File: config.mk
export PLATFORM = sky130hd
export DESIGN_NAME = ace_lane
export DESIGN_NICKNAME = d
export VERILOG_FILES = /design/src/design/ace_pkg.sv /design/src/design/ace_lane.sv
export SDC_FILE = /design/constraint.sdc
export NUM_CORES = 2
export LEC_CHECK = 0
export BUFFER_PORTS_ARGS = -buffer_cell sky130_fd_sc_hd__buf_2
export CORE_MARGIN = 1
export CORE_UTILIZATION = 45
export DETAILED_ROUTE_END_ITERATION = 10
export SYNTH_ARGS = -nofsm -noshare
export SYNTH_HDL_FRONTEND = slang
export SYNTH_SLANG_ARGS = --single-unit
File: constraint.sdc
create_clock -name clk -period 20 [get_ports clk]
set_clock_uncertainty 0.1 [all_clocks]
set_input_delay 2 -clock clk [delete_from_list [all_inputs] [get_ports clk]]
set_output_delay 2 -clock clk [all_outputs]
set_load 0.02 [all_outputs]
File: src/design/ace_pkg.sv
// Shared constants, codes and control structures of the colour equalization core.
// No dependencies.
package ace_pkg;

  localparam int COORD_BITS  = 12;
  localparam int COLOUR_BITS = 8;
  localparam int SCORE_BITS  = 18;
  localparam int SLOPE_BITS  = 16;
  localparam int LIMIT_BITS  = 24;
  localparam int MIND_BITS   = 13;
  localparam int CFG_BITS    = 24;
  localparam int IDX_BITS    = 2;
  localparam int SUM_BITS    = 48;
  localparam int TERM_BITS   = 32;
  localparam int RECIP_BITS  = 33;
  localparam int PROD_BITS   = RECIP_BITS + LIMIT_BITS;
  localparam int Q_BITS      = 16;
  localparam int DIV_STEPS   = 16;
  localparam int D2_BITS     = 2 * COORD_BITS + 1;
  localparam int RAD_BITS    = D2_BITS + 16;
  localparam int ROOT_ITER   = (RAD_BITS + 1) / 2;
  localparam int DIST_BITS   = ROOT_ITER;
  localparam int RECIP_STEPS = 33;
  localparam int STEP_BITS   = 6;
  localparam int NUM_BITS    = 27;

  localparam logic [SLOPE_BITS-1:0] SLOPE_RESET = 16'd2560;
  localparam logic [LIMIT_BITS-1:0] LIMIT_RESET = 24'd256000;
  localparam logic [SCORE_BITS-1:0] MIN_RESET   = 18'h1FFFF;

  typedef enum logic [1:0] {
    OP_START  = 2'd0,
    OP_SAMPLE = 2'd1,
    OP_SCALE  = 2'd2,
    OP_CLEAR  = 2'd3
  } op_t;

  typedef enum logic [IDX_BITS-1:0] {
    REG_SLOPE    = 2'd0,
    REG_LIMIT    = 2'd1,
    REG_MIN_DIST = 2'd2
  } reg_idx_t;

  typedef enum logic [3:0] {
    ST_IDLE, ST_SQ, ST_ROOT, ST_CHECK, ST_RECIP,
    ST_MUL, ST_ACC, ST_DLOAD, ST_DIV, ST_EMIT
  } state_t;

  typedef struct packed {
    logic tgt_load;
    logic smp_load;
    logic scl_load;
    logic clr_ext;
    logic mul;
    logic acc;
    logic dload;
    logic dscale;
    logic dstep;
    logic commit;
  } lane_ctrl_t;

  typedef struct packed {
    logic tgt_load;
    logic smp_load;
    logic sq_load;
    logic root_step;
    logic recip_load;
    logic recip_step;
  } dist_ctrl_t;

endpackage

File: src/design/ace_lane.sv
// One colour lane: weighted difference, saturating sum, score or byte division, extrema.
// Depends on ace_pkg.
module ace_lane (
  input  logic                                   clk,
  input  logic                                   rst,
  input  ace_pkg::lane_ctrl_t                    ctrl,
  input  logic [ace_pkg::COLOUR_BITS-1:0]        colour,
  input  logic [ace_pkg::SCORE_BITS-1:0]         score_in,
  input  logic [ace_pkg::SLOPE_BITS-1:0]         slope,
  input  logic [ace_pkg::LIMIT_BITS-1:0]         limit,
  input  logic [ace_pkg::RECIP_BITS-1:0]         recip,
  input  logic [ace_pkg::SUM_BITS-1:0]           weight,
  output logic [ace_pkg::SCORE_BITS-1:0]         score,
  output logic [ace_pkg::COLOUR_BITS-1:0]        byte_val
);

  logic [ace_pkg::COLOUR_BITS-1:0] tgt;
  logic [ace_pkg::COLOUR_BITS:0]   diff;
  logic [ace_pkg::COLOUR_BITS-1:0] adiff;
  logic [ace_pkg::LIMIT_BITS-1:0]  wprod, mag;
  logic                            neg;
  logic [ace_pkg::PROD_BITS-1:0]   full;
  logic [ace_pkg::TERM_BITS-1:0]   term;
  logic [ace_pkg::SUM_BITS-1:0]    sum, sum_abs;
  logic [ace_pkg::SUM_BITS:0]      sadd, tsig;
  logic [ace_pkg::SCORE_BITS-1:0]  smax, smin, sv;
  logic [ace_pkg::SCORE_BITS:0]    den, vdiff;
  logic [ace_pkg::NUM_BITS-1:0]    num, num_abs;
  logic [ace_pkg::SCORE_BITS-1:0]  den_abs;
  logic [ace_pkg::SUM_BITS-1:0]    rem, dvs;
  logic [ace_pkg::SUM_BITS:0]      drem2;
  logic                            dge;
  logic [ace_pkg::Q_BITS-1:0]      shin, q;
  logic                            res_zero, res_sat, res_neg;
  logic [ace_pkg::SCORE_BITS-2:0]  qs;
  logic [ace_pkg::SCORE_BITS-1:0]  score_val;

  // Clamped weighted colour difference of the sample.
  assign diff  = {1'b0, tgt} - {1'b0, colour};
  assign adiff = diff[ace_pkg::COLOUR_BITS] ? ace_pkg::COLOUR_BITS'(-diff)
                                            : diff[ace_pkg::COLOUR_BITS-1:0];
  assign wprod = adiff * slope;

  // Distance weighting and saturating accumulation.
  assign full = ace_pkg::PROD_BITS'(mag) * ace_pkg::PROD_BITS'(recip);
  assign tsig = neg ? -{17'h0, term} : {17'h0, term};
  assign sadd = {sum[ace_pkg::SUM_BITS-1], sum} + tsig;

  // Operands of the division for a score or for a scaled byte.
  assign sum_abs = sum[ace_pkg::SUM_BITS-1] ? -sum : sum;
  assign den     = {smax[ace_pkg::SCORE_BITS-1], smax} - {smin[ace_pkg::SCORE_BITS-1], smin};
  assign vdiff   = {sv[ace_pkg::SCORE_BITS-1], sv} - {smin[ace_pkg::SCORE_BITS-1], smin};
  assign num     = ({{8{vdiff[ace_pkg::SCORE_BITS]}}, vdiff} << 8)
                   - {{8{vdiff[ace_pkg::SCORE_BITS]}}, vdiff};
  assign num_abs = num[ace_pkg::NUM_BITS-1] ? -num : num;
  assign den_abs = den[ace_pkg::SCORE_BITS] ? ace_pkg::SCORE_BITS'(-den)
                                            : den[ace_pkg::SCORE_BITS-1:0];

  // Restoring division step.
  assign drem2 = {rem, shin[ace_pkg::Q_BITS-1]};
  assign dge   = drem2 >= {1'b0, dvs};

  // Final values after the division.
  assign qs        = res_sat ? 17'h10000 : {1'b0, q};
  assign score_val = res_zero ? '0 : (res_neg ? -{1'b0, qs} : {1'b0, qs});
  assign score     = score_val;
  assign byte_val  = res_zero ? '0 : (res_sat ? 8'hFF : q[ace_pkg::Q_BITS-1:8]);

  // Target colour, running sum and extrema.
  always_ff @(posedge clk) begin
    if (rst) begin
      tgt  <= '0;
      sum  <= '0;
      smax <= '0;
      smin <= ace_pkg::MIN_RESET;
    end else begin
      if (ctrl.tgt_load) begin
        tgt <= colour;
        sum <= '0;
      end else if (ctrl.acc) begin
        if (sadd[ace_pkg::SUM_BITS] != sadd[ace_pkg::SUM_BITS-1]) begin
          sum <= {sadd[ace_pkg::SUM_BITS], {(ace_pkg::SUM_BITS-1){~sadd[ace_pkg::SUM_BITS]}}};
        end else begin
          sum <= sadd[ace_pkg::SUM_BITS-1:0];
        end
      end else if (ctrl.commit && !ctrl.dscale) begin
        sum <= '0;
      end
      if (ctrl.clr_ext) begin
        smax <= '0;
        smin <= ace_pkg::MIN_RESET;
      end else if (ctrl.commit && !ctrl.dscale) begin
        if ($signed(score_val) > $signed(smax)) smax <= score_val;
        if ($signed(score_val) < $signed(smin)) smin <= score_val;
      end
    end
  end

  // Datapath registers of the sample and of the divider.
  always_ff @(posedge clk) begin
    if (ctrl.smp_load) begin
      neg <= diff[ace_pkg::COLOUR_BITS];
      mag <= (wprod > limit) ? limit : wprod;
    end
    if (ctrl.scl_load) sv <= score_in;
    if (ctrl.mul) term <= full[24 +: ace_pkg::TERM_BITS];
    if (ctrl.dload) begin
      q <= '0;
      if (ctrl.dscale) begin
        res_zero <= (den == '0) || (num == '0)
                    || (num[ace_pkg::NUM_BITS-1] != den[ace_pkg::SCORE_BITS]);
        res_sat  <= num_abs[ace_pkg::NUM_BITS-2:8] >= den_abs;
        res_neg  <= 1'b0;
        rem      <= ace_pkg::SUM_BITS'(num_abs[ace_pkg::NUM_BITS-2:8]);
        dvs      <= ace_pkg::SUM_BITS'(den_abs);
        shin     <= {num_abs[7:0], 8'h00};
      end else begin
        res_zero <= (weight == '0);
        res_sat  <= sum_abs >= weight;
        res_neg  <= sum[ace_pkg::SUM_BITS-1];
        rem      <= sum_abs;
        dvs      <= weight;
        shin     <= '0;
      end
    end else if (ctrl.dstep) begin
      rem  <= dge ? ace_pkg::SUM_BITS'(drem2 - {1'b0, dvs}) : drem2[ace_pkg::SUM_BITS-1:0];
      shin <= shin << 1;
      q    <= {q[ace_pkg::Q_BITS-2:0], dge};
    end
  end

endmodule

==> summary.md <==
| Metric | Value |
|---|---|
| CTS clock-pin slew for the worst setup and hold paths | `0.06 ns` |
| Largest net degree at the start of global routing | `88` |
| F_max | `90.2 MHz` |
| Worst path slowest cell | `xnor2_1` |
| Crit path kind | `in -> reg` |
| Most Frequent Cell on Critical Path | `a21oi_1` |
| Die H | `about 350 µm` |
| Starting density of the core | `0.454` |
| Die Area | `approximately 0.12 mm²` |
| CP Max Fanout | `24` |
| Max-cap viol count | `0` |
| Number of flops mapped to enable cells by yosys | `182` |
| Htree depth | `2` |
| Core area | `0.118 mm²` |
| Seq/Total Area, Yosys | `0.142` |
| Share of cells above drive strength 1 | `0.0611` |
| Final RePlAce weighted congestion | `0.918` |
| Critical Path Start Type | `input pin` |
| Arrival time worst endpoint | `about 11 ns` |
| Maximum clock path buffer count | `3` |
| Total Wirelength | `154000 µm` |
| CTS Hold Bufs | `0` |
| Placement Rows | `126` |
| Flops & latches, synth | `290` |
| Placed cell count | `7652` |
| CP peak stage delay | `0.94 ns` |
| Syn-to-layout area delta | `6.78%` |
| Shortest period the worst path allows | `11.09 ns` |
| Period utilisation layout | `0.554` |
| Worst-margin pin slew | `1.18 ns` |
| Area of placed instances | `0.0558 mm²` |
| Cell area after synthesis | `0.0536 mm²` |
| DRC Markers | `0` |
| Die X | `347 µm` |
| Via/cell ratio | `5.55` |
| TNS Setup | `0 ns` |
| Ys async rst share | `0` |
| Most frequent cells in the layout | `inv_1, nand2_1, fa_1, ha_1` |
| Synth cell types | `88` |
| Final layout net count | `7591` |
| Iter 0 DRT Violations | `2714` |
| CP required | `20.21 ns` |
| IO Port Bufs | `184` |
| Global route overflow | `0` |
| CTS tree | `yes` |
| Antenna viol nets, final | `0` |
| Setup WS post-layout | `~8.9 ns` |
| Ys flop type | `edfxtp_1` |
| Top Family by Delay on Critical Path | `compound AO/OA/AOI/OAI gates` |
| Status | `completed` |
| DPL Wire Length | `116000 µm` |
| Place WS | `approximately 8.4 ns` |
| Post-Synthesis Cells | `6150` |
| Mapped Avg Cell Area | `8.71 µm²` |
| Yosys warnings | `0` |
| Commonest non-fill, non-tap cell in the layout | `inv_1` |
| Drt wl/cell | `20.0 µm` |
| # fillers | `11374` |
| Clock sinks | `290` |
| First-pass GRT wire length | `247000 µm` |
| HP Class | `reg -> reg` |
| Slew Viols, Final | `0` |
| Critical path endpoint category | `flop` |
| Fin area | `0.0572 mm²` |
| Finished Layout Cells | `7727` |
| Worst-skew pair later-pin latency | `roughly 0.6 ns` |
| Via count | `42905` |
| Number of iterations in the first detailed-routing pass | `6` |
| Post-synth net total | `approximately 7600` |
| Resize count post-CTS | `0` |
| Gr usage total | `0.259` |
| Hold Fails Final Rpt | `0` |
| # IOs | `185` |
| RSZ-0062 raised after global routing | `no` |
| Post-CTS Setup Bufs | `0` |
| CTS Buf Count | `40` |
| Initial antenna violation count | `0` |
| Vias in the first global route | `44710` |
| Max_slew headroom | `0.206` |
| Final setup viols | `0` |
| WP buf/inv | `3` |
| Root buffer cell | `clkbuf_16` |
==> metrics by stage <==
stage	util	hold WS [ns]
global placement	0.473	0.346
CTS	0.485	0.364
detailed placement	0.473	0.356
finish	0.485	0.362
floorplan	-	0.335
global route	0.485	0.392
==> sequential cells by signal, indices dropped and copies added (netlist names) <==
register  flops
dvs          48
mag          24
neg           1
q            16
rem          48
res_neg       1
res_sat       1
res_zero      1
shin          8
smax         18
smin         18
sum          48
sv           18
term         32
tgt           8
==> synthesized netlist by cell type, types with 28 or more instances <==
library cell / count / area [µm²]
a211oi_1: 28 / 210
a21o_1: 140 / 1050
a21oi_1: 284 / 1420
a221o_1: 48 / 480
a31oi_1: 28 / 175
and2_1: 284 / 1780
and3_1: 30 / 188
clkbuf_1: 247 / 927
dfxtp_1: 108 / 2160
edfxtp_1: 182 / 5470
fa_1: 767 / 15400
ha_1: 507 / 6340
inv_1: 1012 / 3800
mux2i_1: 63 / 631
nand2_1: 812 / 3050
nand2b_1: 59 / 369
nand3_1: 65 / 325
nand4_1: 47 / 294
nor2_1: 285 / 1070
nor2b_1: 107 / 669
nor3_1: 60 / 300
o211ai_1: 35 / 263
o21a_1: 38 / 285
o21ai_0: 205 / 1030
o31ai_1: 31 / 233
xnor2_1: 233 / 2040
xor2_1: 83 / 727
==> final timing paths <==
check	from	end	slack, ns	cells past startpoint
min	smin[17]	smin[17]	0.36	2
min reg2reg	smin[17]	smin[17]	0.36	2
max	colour[0]	mag[5]	8.91	34
max reg2reg	tgt[0]	mag[5]	10.03	34
==> worst register-to-register path, delay by kind of cell, from the launching register on <==
kind                     cells  cell delay, ns
AO/OA/AOI/OAI               17            3.88
adder cells (fa/ha/maj)      8            3.27
AND/OR/NAND/NOR              2            0.30
flip-flops                   1            0.33
multiplexers                 1            0.43
buffers and inverters        3            0.16
XOR/XNOR                     3            1.23
==> layout make-up <==
cell class | count | area [µm²] | area share
Timing Repair Buffer | 237 | 1320 | 0.0231
Antenna cell | 1 | 2.50 | 0.0000437
Inverter | 1016 | 3810 | 0.0666
Tap cell | 1536 | 1920 | 0.0336
Clock inverter | 22 | 333 | 0.00582
Multi-Input combinational cell | 4573 | 41100 | 0.719
Sequential cell | 290 | 7630 | 0.133
Clock buffer | 52 | 1080 | 0.0188
==> per-layer routing <==
layer	track usage	share of wire	wire length, µm
met1	0.343	0.43	66700
met2	0.445	0.48	74500
met3	0.0333	0.057	8860
met4	0.0710	0.027	4120
met5	0	0	0
==> logic make-up (layout without fill, tap and decap cells) <==
family / after synthesis / in the layout / share of synthesized area
AO/OA/AOI/OAI: 1035 / 1035 / 0.128
other: 0 / 1 / 0
adder cells (fa/ha/maj): 1274 / 1274 / 0.405
multiplexers: 88 / 88 / 0.0170
buffers and inverters: 1287 / 1327 / 0.0908
flip-flops: 290 / 290 / 0.142
XOR/XNOR: 318 / 318 / 0.0523
AND/OR/NAND/NOR: 1858 / 1858 / 0.164
Power is not shown: default switching activity piles up to over one toggle a cycle in this logic, so the estimate is an artifact.
