$ cat config.mk
export PLATFORM = sky130hd
export DESIGN_NAME = ace_dist
export DESIGN_NICKNAME = d
export VERILOG_FILES = /design/src/design/ace_pkg.sv /design/src/design/ace_dist.sv
export SDC_FILE = /design/constraint.sdc
export NUM_CORES = 1
export LEC_CHECK = 0
export BUFFER_PORTS_ARGS = -buffer_cell sky130_fd_sc_hd__buf_2
export CAP_MARGIN = 20
export CORE_UTILIZATION = 70
export DETAILED_ROUTE_END_ITERATION = 12
export PLACE_DENSITY = 0.89
export SYNTH_ARGS = -nofsm -noshare
export SYNTH_HDL_FRONTEND = slang
export SYNTH_SLANG_ARGS = --single-unit
$ cat constraint.sdc
create_clock -name clk -period 10.4 [get_ports clk]
set_input_delay 2.6 -clock clk [delete_from_list [all_inputs] [get_ports clk]]
set_output_delay 2.6 -clock clk [all_outputs]
set_load 0.05 [all_outputs]
$ cat src/design/ace_pkg.sv
// Shared constants, codes and control structures of the colour equalization core.
// No dependencies.
package ace_pkg;

  localparam int COORD_BITS  = 12;
  localparam int COLOUR_BITS = 8;
  localparam int SCORE_BITS  = 18;
  localparam int SLOPE_BITS  = 16;
  localparam int LIMIT_BITS  = 24;
  localparam int MIND_BITS   = 13;
  localparam int CFG_BITS    = 24;
  localparam int IDX_BITS    = 2;
  localparam int SUM_BITS    = 48;
  localparam int TERM_BITS   = 32;
  localparam int RECIP_BITS  = 33;
  localparam int PROD_BITS   = RECIP_BITS + LIMIT_BITS;
  localparam int Q_BITS      = 16;
  localparam int DIV_STEPS   = 16;
  localparam int D2_BITS     = 2 * COORD_BITS + 1;
  localparam int RAD_BITS    = D2_BITS + 16;
  localparam int ROOT_ITER   = (RAD_BITS + 1) / 2;
  localparam int DIST_BITS   = ROOT_ITER;
  localparam int RECIP_STEPS = 33;
  localparam int STEP_BITS   = 6;
  localparam int NUM_BITS    = 27;

  localparam logic [SLOPE_BITS-1:0] SLOPE_RESET = 16'd2560;
  localparam logic [LIMIT_BITS-1:0] LIMIT_RESET = 24'd256000;
  localparam logic [SCORE_BITS-1:0] MIN_RESET   = 18'h1FFFF;

  typedef enum logic [1:0] {
    OP_START  = 2'd0,
    OP_SAMPLE = 2'd1,
    OP_SCALE  = 2'd2,
    OP_CLEAR  = 2'd3
  } op_t;

  typedef enum logic [IDX_BITS-1:0] {
    REG_SLOPE    = 2'd0,
    REG_LIMIT    = 2'd1,
    REG_MIN_DIST = 2'd2
  } reg_idx_t;

  typedef enum logic [3:0] {
    ST_IDLE, ST_SQ, ST_ROOT, ST_CHECK, ST_RECIP,
    ST_MUL, ST_ACC, ST_DLOAD, ST_DIV, ST_EMIT
  } state_t;

  typedef struct packed {
    logic tgt_load;
    logic smp_load;
    logic scl_load;
    logic clr_ext;
    logic mul;
    logic acc;
    logic dload;
    logic dscale;
    logic dstep;
    logic commit;
  } lane_ctrl_t;

  typedef struct packed {
    logic tgt_load;
    logic smp_load;
    logic sq_load;
    logic root_step;
    logic recip_load;
    logic recip_step;
  } dist_ctrl_t;

endpackage

$ cat src/design/ace_dist.sv
// Distance unit: squared distance, bit-pair square root and reciprocal by long division.
// Depends on ace_pkg.
module ace_dist (
  input  logic                             clk,
  input  logic                             rst,
  input  ace_pkg::dist_ctrl_t              ctrl,
  input  logic [ace_pkg::COORD_BITS-1:0]   pos_x,
  input  logic [ace_pkg::COORD_BITS-1:0]   pos_y,
  output logic                             d2_zero,
  output logic [ace_pkg::DIST_BITS-1:0]    distance,
  output logic [ace_pkg::RECIP_BITS-1:0]   recip
);

  logic [ace_pkg::COORD_BITS-1:0]   tx, ty, adx, ady;
  logic [ace_pkg::COORD_BITS-1:0]   dx_abs, dy_abs;
  logic [2*ace_pkg::COORD_BITS-1:0] sqx, sqy;
  logic [ace_pkg::D2_BITS-1:0]      d2;
  logic                             d2z;
  logic [ace_pkg::RAD_BITS-1:0]     rv, rbit;
  logic [ace_pkg::RAD_BITS:0]       rres, rsum;
  logic [ace_pkg::DIST_BITS-1:0]    rrem;
  logic [ace_pkg::DIST_BITS:0]      rem2;
  logic                             rge;
  logic [ace_pkg::RECIP_BITS-1:0]   rq;

  // Target coordinates live here; reset puts the target at the origin.
  always_ff @(posedge clk) begin
    if (rst) begin
      tx <= '0;
      ty <= '0;
    end else if (ctrl.tgt_load) begin
      tx <= pos_x;
      ty <= pos_y;
    end
  end

  // Absolute coordinate differences and the squared distance.
  assign dx_abs = (tx >= pos_x) ? tx - pos_x : pos_x - tx;
  assign dy_abs = (ty >= pos_y) ? ty - pos_y : pos_y - ty;
  assign sqx    = adx * adx;
  assign sqy    = ady * ady;
  assign d2     = {1'b0, sqx} + {1'b0, sqy};

  // One bit pair of the root per cycle; one quotient bit of 2^40 / distance per cycle.
  assign rsum = rres + {1'b0, rbit};
  assign rem2 = {rrem, 1'b0};
  assign rge  = rem2 >= {1'b0, distance};

  always_ff @(posedge clk) begin
    if (ctrl.smp_load) begin
      adx <= dx_abs;
      ady <= dy_abs;
    end
    if (ctrl.sq_load) begin
      d2z  <= (d2 == '0);
      rv   <= {d2, 16'h0000};
      rres <= '0;
      rbit <= ace_pkg::RAD_BITS'(1) << (2 * (ace_pkg::ROOT_ITER - 1));
    end else if (ctrl.root_step) begin
      if ({1'b0, rv} >= rsum) begin
        rv   <= rv - rsum[ace_pkg::RAD_BITS-1:0];
        rres <= (rres >> 1) + {1'b0, rbit};
      end else begin
        rres <= rres >> 1;
      end
      rbit <= rbit >> 2;
    end
    if (ctrl.recip_load) begin
      rrem <= ace_pkg::DIST_BITS'(128);
      rq   <= '0;
    end else if (ctrl.recip_step) begin
      rrem <= rge ? ace_pkg::DIST_BITS'(rem2 - {1'b0, distance}) : rem2[ace_pkg::DIST_BITS-1:0];
      rq   <= {rq[ace_pkg::RECIP_BITS-2:0], rge};
    end
  end

  assign d2_zero  = d2z;
  assign distance = rres[ace_pkg::DIST_BITS-1:0];
  assign recip    = rq;

endmodule

==> impl_results.html <==
<table>
<tr><th>Metric</th><th>Value</th></tr>
<tr><th colspan="2">Status</th></tr>
<tr><td>Outcome</td><td>complete, no violations</td></tr>
<tr><th colspan="2">STA</th></tr>
<tr><td>Worst relative slew slack</td><td>22.7%</td></tr>
<tr><td>Unrepaired setup endpoints after global routing</td><td>false</td></tr>
<tr><td>Worst hold slack across all endpoints</td><td>about 460 ps</td></tr>
<tr><td>Slew at the pin with the worst max-slew slack</td><td>~1200 ps</td></tr>
<tr><td>Number of pins with negative max-slew slack in the final report</td><td>0</td></tr>
<tr><td>Summed negative setup slack over all endpoints</td><td>0 ps</td></tr>
<tr><td>Final worst setup slack</td><td>2600 ps</td></tr>
<tr><td>Number of failing setup endpoints in the final timing report</td><td>0</td></tr>
<tr><td>Period Utilization, post-route</td><td>75.0%</td></tr>
<tr><td>Clock tree skew after final layout</td><td>between 10 and 15 ps</td></tr>
<tr><td>Min Tclk post-route</td><td>7800 ps</td></tr>
<tr><td>Count of final hold-check violations</td><td>0</td></tr>
<tr><td>Maximum frequency from static timing analysis</td><td>about 130 MHz</td></tr>
<tr><th colspan="2">Floorplan</th></tr>
<tr><td>Y dimension of the die</td><td>~190 um</td></tr>
<tr><td>Number of cell rows</td><td>67</td></tr>
<tr><td>Top-level port count</td><td>87</td></tr>
<tr><td>DIE WIDTH</td><td>188 um</td></tr>
<tr><td>Die Outline Area</td><td>35200 um2</td></tr>
<tr><td>Initial Utilization</td><td>71.6%</td></tr>
<tr><td>Core Footprint</td><td>33700 um2</td></tr>
<tr><th colspan="2">Clock tree</th></tr>
<tr><td>Post_cts resized</td><td>0</td></tr>
<tr><td>Number of buffers added to fix hold violations after cts</td><td>0</td></tr>
<tr><td>Clk root buf</td><td>sky130_fd_sc_hd__clkbuf_16</td></tr>
<tr><td>Clock tree from TritonCTS</td><td>yes</td></tr>
<tr><td>Number of buffers created by CTS</td><td>26</td></tr>
<tr><td>H-tree depth</td><td>1</td></tr>
<tr><td>Clock-pin slew reported for the worst setup and hold paths after clock tree synthesis</td><td>approximately 60 ps</td></tr>
<tr><td># Post-CTS Setup Buffers</td><td>0</td></tr>
<tr><td>Clock network latency to the later pin of the worst-skew pair</td><td>550 ps</td></tr>
<tr><td>Clock Sink Count</td><td>just over 200</td></tr>
<tr><td>Max Root-Sink Buffers</td><td>3</td></tr>
<tr><th colspan="2">Detailed routing</th></tr>
<tr><td>Number of iterations in the first detailed-routing pass</td><td>6</td></tr>
<tr><td>Post-route ant nets</td><td>0</td></tr>
<tr><td>Final wirelength</td><td>59500 um</td></tr>
<tr><td>Avg Vias per Cell</td><td>6.19</td></tr>
<tr><td>Routed len/inst</td><td>18.2 um</td></tr>
<tr><td>Post-detailed-route DRC marker count</td><td>0</td></tr>
<tr><td>Total via count after detailed routing</td><td>20300</td></tr>
<tr><td>Number of DRC violations after detailed-routing iteration 0</td><td>between 1500 and 2000</td></tr>
<tr><th colspan="2">Critical path</th></tr>
<tr><td>Type of element launching the critical path</td><td>register</td></tr>
<tr><td>Maximum fanout count along the critical path</td><td>9</td></tr>
<tr><td>CP endpoint kind</td><td>register</td></tr>
<tr><td>Worst Path Arrival</td><td>8140 ps</td></tr>
<tr><td>Critical path start-end classification</td><td>reg2reg</td></tr>
<tr><td>Worst EP required</td><td>around 11000 ps</td></tr>
<tr><th colspan="2">Synth</th></tr>
<tr><td>Combined area of all synthesized cells</td><td>24100 um2</td></tr>
<tr><td>Count of flip-flops with a built-in enable after synthesis</td><td>50</td></tr>
<tr><td>Part of the Yosys area used for sequential elements</td><td>19.2%</td></tr>
<tr><td>Most frequent cells after synthesis</td><td>sky130_fd_sc_hd__inv_1 (405), sky130_fd_sc_hd__nor2_1 (280), sky130_fd_sc_hd__ha_1 (265), sky130_fd_sc_hd__fa_1 (209), sky130_fd_sc_hd__nand2_1 (204)</td></tr>
<tr><td>Synth top area share</td><td>17.3%</td></tr>
<tr><td>Number of synthesized register bits</td><td>207</td></tr>
<tr><td>Share of flip-flops with an asynchronous set or reset</td><td>0%</td></tr>
<tr><td>Top area cells in the synthesized netlist</td><td>sky130_fd_sc_hd__fa_1 (17%), sky130_fd_sc_hd__ha_1 (14%), sky130_fd_sc_hd__dfxtp_1 (13%)</td></tr>
<tr><td>Net count after synthesis</td><td>~3300</td></tr>
<tr><td>Most repeated cell in the gate-level netlist after synthesis</td><td>sky130_fd_sc_hd__inv_1</td></tr>
<tr><td>Warnings from Yosys</td><td>0</td></tr>
<tr><td>Average cell area after synthesis</td><td>8.59 um2</td></tr>
<tr><td>Library cells used by synthesis</td><td>79</td></tr>
<tr><td>Cell taking the most area after synthesis</td><td>sky130_fd_sc_hd__fa_1</td></tr>
<tr><td>Most used flip-flop cell after synthesis</td><td>sky130_fd_sc_hd__dfxtp_1</td></tr>
<tr><td>Count of mapped cells out of synthesis</td><td>2809</td></tr>
<tr><th colspan="2">Global route</th></tr>
<tr><td>Total congestion overflow after global routing</td><td>0</td></tr>
<tr><td>Number of antenna violations at the first check in global routing</td><td>0</td></tr>
<tr><td>Global-route wire length before repair</td><td>98700 um</td></tr>
<tr><td>Via count of the first global-routing pass</td><td>between 20000 and 25000</td></tr>
<tr><td>All-layer global routing usage</td><td>34.1%</td></tr>
<tr><td>Largest net degree at the start of global routing</td><td>87</td></tr>
<tr><th colspan="2">Final layout</th></tr>
<tr><td>Area overhead of the layout relative to synthesis</td><td>6.00%</td></tr>
<tr><td>Filler Cell Count</td><td>around 2400</td></tr>
<tr><td>Final std cells w/o fill</td><td>3278</td></tr>
<tr><td>Fraction of final layout cells with drive strength greater than 1</td><td>6.50%</td></tr>
<tr><td>Count of inserted antenna diode cells</td><td>0</td></tr>
<tr><td>Total number of nets in the final design</td><td>3316</td></tr>
<tr><th colspan="2">Place</th></tr>
<tr><td>IO Port Bufs</td><td>86</td></tr>
<tr><td>Final RePlAce weighted congestion</td><td>1.00</td></tr>
<tr><td>Cell Count Post-Placement</td><td>between 3000 and 4000</td></tr>
<tr><td>Post-DP HPWL</td><td>roughly 45000 um</td></tr>
<tr><td>Pre-CTS setup slack</td><td>2730 ps</td></tr>
<tr><th colspan="2">Min path</th></tr>
<tr><td>Worst hold path type</td><td>reg2reg</td></tr>
<tr><th colspan="2">Job</th></tr>
<tr><td>Max-cap check violation count</td><td>0</td></tr>
</table>
routing by layer:
layer	vias to the layer above	track usage [%]	wire [um]
met4	0	11.0	1930
met3	149	4.55	4530
met1	9744	44.3	24500
li1	9505	-	-
met5	-	0	0
met2	896	58.7	28600
placed cells by master (no fill, tap or decap), types with 80 or more instances in the layout:
master / n
sky130_fd_sc_hd__nand2_1: 204
sky130_fd_sc_hd__ha_1: 265
sky130_fd_sc_hd__dfxtp_1: 157
sky130_fd_sc_hd__nor2_1: 280
sky130_fd_sc_hd__fa_1: 209
sky130_fd_sc_hd__a21oi_1: 128
sky130_fd_sc_hd__xnor2_1: 80
sky130_fd_sc_hd__o21ai_0: 95
sky130_fd_sc_hd__buf_2: 84
sky130_fd_sc_hd__mux2i_1: 104
sky130_fd_sc_hd__inv_1: 405
layout make-up:
| class | instances | area, um2 | share of cell area, % |
|---|---|---|---|
| inverters | 405 | 1520 | 5.94 |
| flip-flops and latches | 207 | 4640 | 18.2 |
| clock inverters | 13 | 138 | 0.538 |
| clock buffers | 35 | 797 | 3.12 |
| repair buffers | 95 | 531 | 2.07 |
| multi-input cells | 2075 | 17400 | 68.0 |
| well taps | 448 | 561 | 2.19 |
cell families (layout without fill, tap and decap cells):
group	after synthesis	after routing	synth area share, %
mux	109	109	4.55
simple gates	757	757	14.4
xor+xnor	144	144	5.23
flops	207	207	19.2
buf+inv	527	548	8.74
compound gates	591	591	16.8
fa+ha+maj	474	474	31.1
metrics by stage:
step           utilization, %  instance area (um2)
4_1_cts                  75.8                25500
2_1_floorplan               -                24100
3_5_place_dp             73.0                24600
3_3_place_gp             73.0                24600
5_1_grt                  75.9                25600
6_report                 75.9                25600
final timing paths:
| path | slack (ps) | startpoint | depth (start not counted) | end |
|---|---|---|---|---|
| max | 2600 | adx[8] | 24 | d2_zero |
| max reg2reg | 2600 | adx[8] | 24 | d2_zero |
| min reg2reg | 460 | rv[12] | 2 | rv[12] |
| min | 460 | rv[12] | 2 | rv[12] |
flip-flops by register name (all words and copies together), names as in the netlist:
signal,flops
recip,33
tx,12
ty,12
ady,12
adx,12
rbit,21
d2_zero,1
rres,42
rv,41
rrem,21
critical path, cell delays in order, from the launching register on:
cell                       delay (ps)
sky130_fd_sc_hd__edfxtp_1         520
sky130_fd_sc_hd__inv_1            230
sky130_fd_sc_hd__nor2_1           240
sky130_fd_sc_hd__inv_1             90
sky130_fd_sc_hd__fa_1             550
sky130_fd_sc_hd__fa_1             430
sky130_fd_sc_hd__fa_1             490
sky130_fd_sc_hd__inv_1             50
sky130_fd_sc_hd__fa_1             510
sky130_fd_sc_hd__fa_1             440
sky130_fd_sc_hd__fa_1             550
sky130_fd_sc_hd__inv_1             50
sky130_fd_sc_hd__fa_1             550
sky130_fd_sc_hd__inv_1             50
sky130_fd_sc_hd__ha_1             330
sky130_fd_sc_hd__o21ai_0           90
sky130_fd_sc_hd__nand2b_1         130
sky130_fd_sc_hd__nand4_1          120
sky130_fd_sc_hd__o21ai_0          470
sky130_fd_sc_hd__a31oi_1          180
sky130_fd_sc_hd__xnor2_1          170
sky130_fd_sc_hd__nor3_1           210
sky130_fd_sc_hd__nand4b_1         120
sky130_fd_sc_hd__or4b_2           640
sky130_fd_sc_hd__nor4b_1          370
Power is not shown: default switching activity piles up to over one toggle a cycle in this logic, so the estimate is an artifact.
